[config.mk]
export PLATFORM = sky130hd
export DESIGN_NAME = uvs_div
export DESIGN_NICKNAME = d
export VERILOG_FILES = /design/src/hdl/uvs_div.sv
export SDC_FILE = /design/constraint.sdc
export NUM_CORES = 2
export LEC_CHECK = 0
export ABC_AREA = 1
export BUFFER_PORTS_ARGS = -buffer_cell sky130_fd_sc_hd__buf_2
export CORE_MARGIN = 5
export CORE_UTILIZATION = 31
export DETAILED_ROUTE_END_ITERATION = 10
export MAX_ROUTING_LAYER = met4
export PLACE_DENSITY = 0.45
export SLEW_MARGIN = 40
export SYNTH_ARGS = -nofsm -noshare
export SYNTH_HDL_FRONTEND = slang
export SYNTH_SLANG_ARGS = --single-unit
[constraint.sdc]
create_clock -name clk -period 2.1 [get_ports clk]
set_input_delay 0.315 -clock clk [delete_from_list [all_inputs] [get_ports clk]]
set_output_delay 0.315 -clock clk [all_outputs]
set_load 0.05 [all_outputs]
[src/hdl/uvs_div.sv]
// ----------------------------------------------------------------------------
// uvs_div
// Pipelined restoring divider, several lanes, one quotient bit per stage.
// Numerator must stay below divisor * 2^QW.
// ----------------------------------------------------------------------------
module uvs_div #(
	parameter int unsigned NL = 4,
	parameter int unsigned DW = 8,
	parameter int unsigned QW = 19,
	parameter int unsigned TW = 1
) (
	input  logic             clk,
	input  logic             arst_n,
	input  logic             adv,
	input  logic             vin,
	input  logic [DW+QW-1:0] num [NL],
	input  logic [DW-1:0]    den [NL],
	input  logic [TW-1:0]    tag_in,
	output logic             vout,
	output logic [QW-1:0]    quo [NL],
	output logic [TW-1:0]    tag_out
);

	logic          v_s   [QW];
	logic [TW-1:0] tag_s [QW];
	logic [DW-1:0] rem_s [QW][NL];
	logic [QW-1:0] quo_s [QW][NL];

	logic [DW-1:0] src_rem [QW][NL];
	logic [QW-1:0] src_quo [QW][NL];
	logic [DW-1:0] nxt_rem [QW][NL];
	logic [QW-1:0] nxt_quo [QW][NL];

	always_comb begin
		logic [DW:0] t;
		logic        ge;
		for (int l = 0; l < NL; l++) begin
			src_rem[0][l] = num[l][DW+QW-1:QW];
			src_quo[0][l] = num[l][QW-1:0];
		end
		for (int g = 1; g < QW; g++) begin
			for (int l = 0; l < NL; l++) begin
				src_rem[g][l] = rem_s[g-1][l];
				src_quo[g][l] = quo_s[g-1][l];
			end
		end
		// shift in the next numerator bit, the quotient bit fills from below
		for (int g = 0; g < QW; g++) begin
			for (int l = 0; l < NL; l++) begin
				t  = {src_rem[g][l], src_quo[g][l][QW-1]};
				ge = (t >= {1'b0, den[l]});
				nxt_rem[g][l] = ge ? DW'(t - {1'b0, den[l]}) : DW'(t);
				nxt_quo[g][l] = {src_quo[g][l][QW-2:0], ge};
			end
		end
	end

	always_ff @(posedge clk or negedge arst_n) begin
		if (!arst_n) begin
			for (int g = 0; g < QW; g++) v_s[g] <= 1'b0;
		end else if (adv) begin
			v_s[0] <= vin;
			for (int g = 1; g < QW; g++) v_s[g] <= v_s[g-1];
		end
	end

	always_ff @(posedge clk) begin
		if (adv) begin
			tag_s[0] <= tag_in;
			for (int g = 1; g < QW; g++) tag_s[g] <= tag_s[g-1];
			for (int g = 0; g < QW; g++) begin
				for (int l = 0; l < NL; l++) begin
					rem_s[g][l] <= nxt_rem[g][l];
					quo_s[g][l] <= nxt_quo[g][l];
				end
			end
		end
	end

	assign vout    = v_s[QW-1];
	assign tag_out = tag_s[QW-1];
	always_comb begin
		for (int l = 0; l < NL; l++) quo[l] = quo_s[QW-1][l];
	end

endmodule

# After elaboration in Yosys (flattened, before gate mapping)
# Memories as Yosys holds them, arrays and structs flattened.
# Cells that the tools add are included.
totals:
  ff_bits: 19
  ram_bits: 2071
  inputBits: 145
  output_inout_bits: 78
  word_cells: 252
  mem_count: 3
memory_table:
  columns: ["name", "depth", "width", "rd", "rd_ports_with_merged_regs", "wr", "line_no", "source"]
  rows:
  - ["quo_s", 19, 76, 19, 0, 19, "27", "logic [QW-1:0] quo_s [QW][NL];"]
  - ["rem_s", 19, 32, 18, 0, 19, "26", "logic [DW-1:0] rem_s [QW][NL];"]
  - ["tag_s", 19, 1, 19, 0, 19, "25", "logic [TW-1:0] tag_s [QW];"]
classes:
  add_sub_neg: 76
  order_cmp: 76
  n_mux: 78
op_table:
  columns: ["cell", "count"]
  rows:
  - ["$ge A9 B8 Y1", 76]
  - ["$mux W8", 76]
  - ["$sub A8 B8 Y8", 76]
  - ["$mux W1", 2]

# Depth between registers and ports, before layout
# An unclocked memory read counts as a cell.
depth:
  depth_word: 3
  mapped_depth: 11

# Least setup slack after synthesis
# OpenSTA, ideal clock, no wires.
synth_timing:
  kind: "in2reg"
  startpoint: "input den[2] (netlist bit)"
  endpoint: "memory rem_s[0][7] (netlist bit) (data pin)"
  setup_ns: 0.252
  t_arrival_ns: 1.799
  slack_ns: 0.049
  path_stages: 11
  path_cell_list: "inv_1 -> ha_1 -> buf_2 -> nand2_1 -> nor2_1 -> nand2_1 -> nor2_1 -> nor2_2 -> nand2_4 -> nand2_1 -> nand2_1"
synth_lines:
  columns: ["item", "line_no", "source"]
  rows:
  - ["start, declared", "17", "input logic [DW-1:0] den [NL],"]
  - ["end, declared", "26", null]

==> impl_metrics.json <==
{
  "clk_root_buffer_cell": "clkbuf_16",
  "num-nets-final": 12165,
  "r2r_setup_slack_ns": 0.10,
  "place.gp.congestion": 0.8611,
  "drc_errors": 0,
  "io_buffer_count": 222,
  "status": "finished, violations left",
  "dp_slack_ns": -0.2357,
  "num_io_pins": 223,
  "min_path_cells": 2,
  "crit_path_start_kind": "primary input",
  "worst-setup-path-type": "primary input to flip-flop",
  "rows": 210,
  "initial_utilization_pct": 31.14,
  "drt-total-wl_um": 237700,
  "violations": "negative setup slack",
  "die_y_um": 583.7,
  "cts.sinks": 2058,
  "num_vias": 69941,
  "p_leak_uw": 0.05723,
  "clk_path_buf_depth": 4,
  "synth.largest_area_cell": "edfxtp_1",
  "cts_buffers": 241,
  "synth_warnings": 0,
  "syn_area_um2": 102000,
  "via_per_inst": 4.403,
  "finalHoldViolCount": 0,
  "wire_per_inst_um": 14.96,
  "reg2reg_depth": 9,
  "htree_levels": 4,
  "p_per_area_nw_per_um2": 1323,
  "crit_fanout": 12,
  "seq_area_frac_synth_pct": 60.47,
  "layout_setup_ws_ns": -0.001713,
  "max_slew.worst_pin.slew_ns": 0.6717,
  "path_clk_slew_ns": 0.06,
  "mostFrequentLayoutCells": "nand2_1 (3077), edfxtp_1 (2039), inv_1 (1177)",
  "final_util_pct": 39.01,
  "synth_area_per_cell_um2": 10.59,
  "min_from": "num[34]",
  "drive_gt1_share_pct": 18.19,
  "fillerInstances": 31736,
  "ant_nets": 0,
  "slew_viol_final": 0,
  "clk_latency_ns": 0.91,
  "min_period_over_period_pct": 100.1,
  "cts_tree": "done",
  "min_to": "quo_s[0][27]",
  "ys_top_cells_by_area": "edfxtp_1 (60%), nand2_1 (11%), ha_1 (7.5%)",
  "vdd_ir_drop_max_mv": 0.7174,
  "holdWs_ns": 0.1148,
  "dr.first_iter.drc_count": 3585,
  "fin_worst_skew_ns": 0.05499,
  "first_global_vias": 70975,
  "seqCellArea_um2": 61700,
  "grt_max_degree": 81,
  "hold_path_class": "primary input to flip-flop",
  "yosysTopAreaCellShare_pct": 60.01,
  "area_growth_pct": 25.26,
  "reg2reg_to": "rem_s[4][4]",
  "ys_ff_latch": 2058,
  "r2r-start": "quo_s[3][18]",
  "synthCells": 9634,
  "fmax_ghz": 0.4758,
  "final-setup-viol-count": 1,
  "total_power_uw": 169200,
  "multi_input_area_um2": 35390,
  "coreArea_um2": 327700,
  "finalCriticalPeriod_ns": 2.102,
  "grt_pass1_wl_um": 380600,
  "dp_hpwl_um": 166400,
  "drv_cap": 0,
  "die_x_um": 583.7,
  "maxSlewHeadroom_pct": 55.22,
  "ys_types": 34,
  "antenna_found_initial": 4,
  "synth_nets": 10459,
  "worstSetupEndpointType": "flip-flop",
  "die_area_um2": 340700,
  "crit_required_ns": 2.76,
  "worstPathArrival_ns": 2.76,
  "firstDrtPassIters": 5,
  "final_common_cell": "nand2_1",
  "grtUsageTotal_pct": 14.17,
  "grt-ovfl-total": 0
}
## critical path, stage by stage
cell and delay (ns):
dlygate4sd3_1 0.52, buf_2 0.17, buf_12 0.17, ha_1 0.23, inv_1 0.09, nand4_1 0.17, nand2_2 0.13, nand2_2 0.07
buf_4 0.18, nand3_1 0.07, dlygate4sd3_1 0.56, nand2_1 0.05
## stage by stage
stage / instance area (µm²) / setup TNS [ns] / std cells
final: 127800 / -0.001713 / 15884
after global placement: 118000 / -54.42 / 15273
after floorplan: 102000 / 0 / 9634
after detailed placement: 118000 / -55.96 / 15273
after global routing: 127800 / -0.2592 / 15884
after CTS: 127700 / 0 / 15882
## metal layers
layer	share of wire (%)	GRT usage, %
met2	47	23.14
met1	47	18.29
met4	3.3	4.651
met3	3.4	1.860
met5	0	-
## timing repair
item / CTS / global route
hold buffers: 169 / 1
resized for setup: 0 / 16
endpoints found under the hold margin: 309 / 19
endpoints found under the setup margin: 0 / 25
buffers inserted: 0 / 0
## how the worst max path moves through the flow
stage / startpoint / depth (start not counted) / slack (ns) / end
2_1_floorplan: den[2] / 11 / 0.05 / rem_s[0][7]
3_3_place_gp: den[28] / 12 / -0.25 / rem_s[4][29]
3_5_place_dp: den[24] / 11 / -0.24 / rem_s[12][28]
4_1_cts: quo_s[3][18] / 9 / 0.07 / rem_s[4][4]
5_1_grt: den[16] / 12 / -0.05 / rem_s[0][19]
6_report: den[16] / 12 / -0.002 / rem_s[0][23]
## cells by family after synthesis
family	synth area share (%)
adder cells (fa/ha/maj)	8.868
AND/OR/NAND/NOR	22.14
AO/OA/AOI/OAI	1.714
multiplexers	0.01104
buffers and inverters	4.935
XOR/XNOR	1.854
flip-flops	60.47
## flip-flops by register name, indices dropped and copies added (netlist names)
signal,count
vout,1
rem_s,576
quo_s,1444
v_s,18
tag_s,19
## cell usage after synthesis
library cell / number
and2_1: 5
nor2_4: 17
buf_4: 20
nand2_2: 127
nor2_2: 45
nand2_1: 3078
edfxtp_1: 2039
or2_1: 15
nor2_1: 400
or2_4: 4
a21oi_2: 50
buf_1: 1
nand3b_4: 4
nor3_1: 78
and2_4: 5
clkbuf_1: 3
nand2_4: 92
fa_1: 72
buf_2: 25
mux2_2: 1
xnor2_1: 87
buf_6: 22
xor2_1: 129
nand4_1: 137
nand2_8: 10
ha_1: 608
o21ai_0: 13
nand3b_1: 32
dfrtp_1: 19
inv_1: 1177
clkinv_1: 21
nand3_1: 1039
a21oi_1: 249
or2_0: 10
## report_power, final
group	internal [µW]	switching (µW)	total (µW)	leakage, µW
Sequential	56500	4790	61300	0.0202
Combinational	28700	36900	65600	0.0332
Clock	24800	17400	42200	0.00387
Total	110000	59100	169000	0.0572
## area by class of cell
class	instances	area share, %
diodes	1	0.001958
clock buffers	275	4.818
clock inverters	165	1.457
inverters	1198	3.518
multi-input cells	6307	27.69
flip-flops and latches	2058	48.28
well taps	4346	4.255
repair buffers	1534	9.983
No activity file was read; power rests on OpenSTA's default activity.
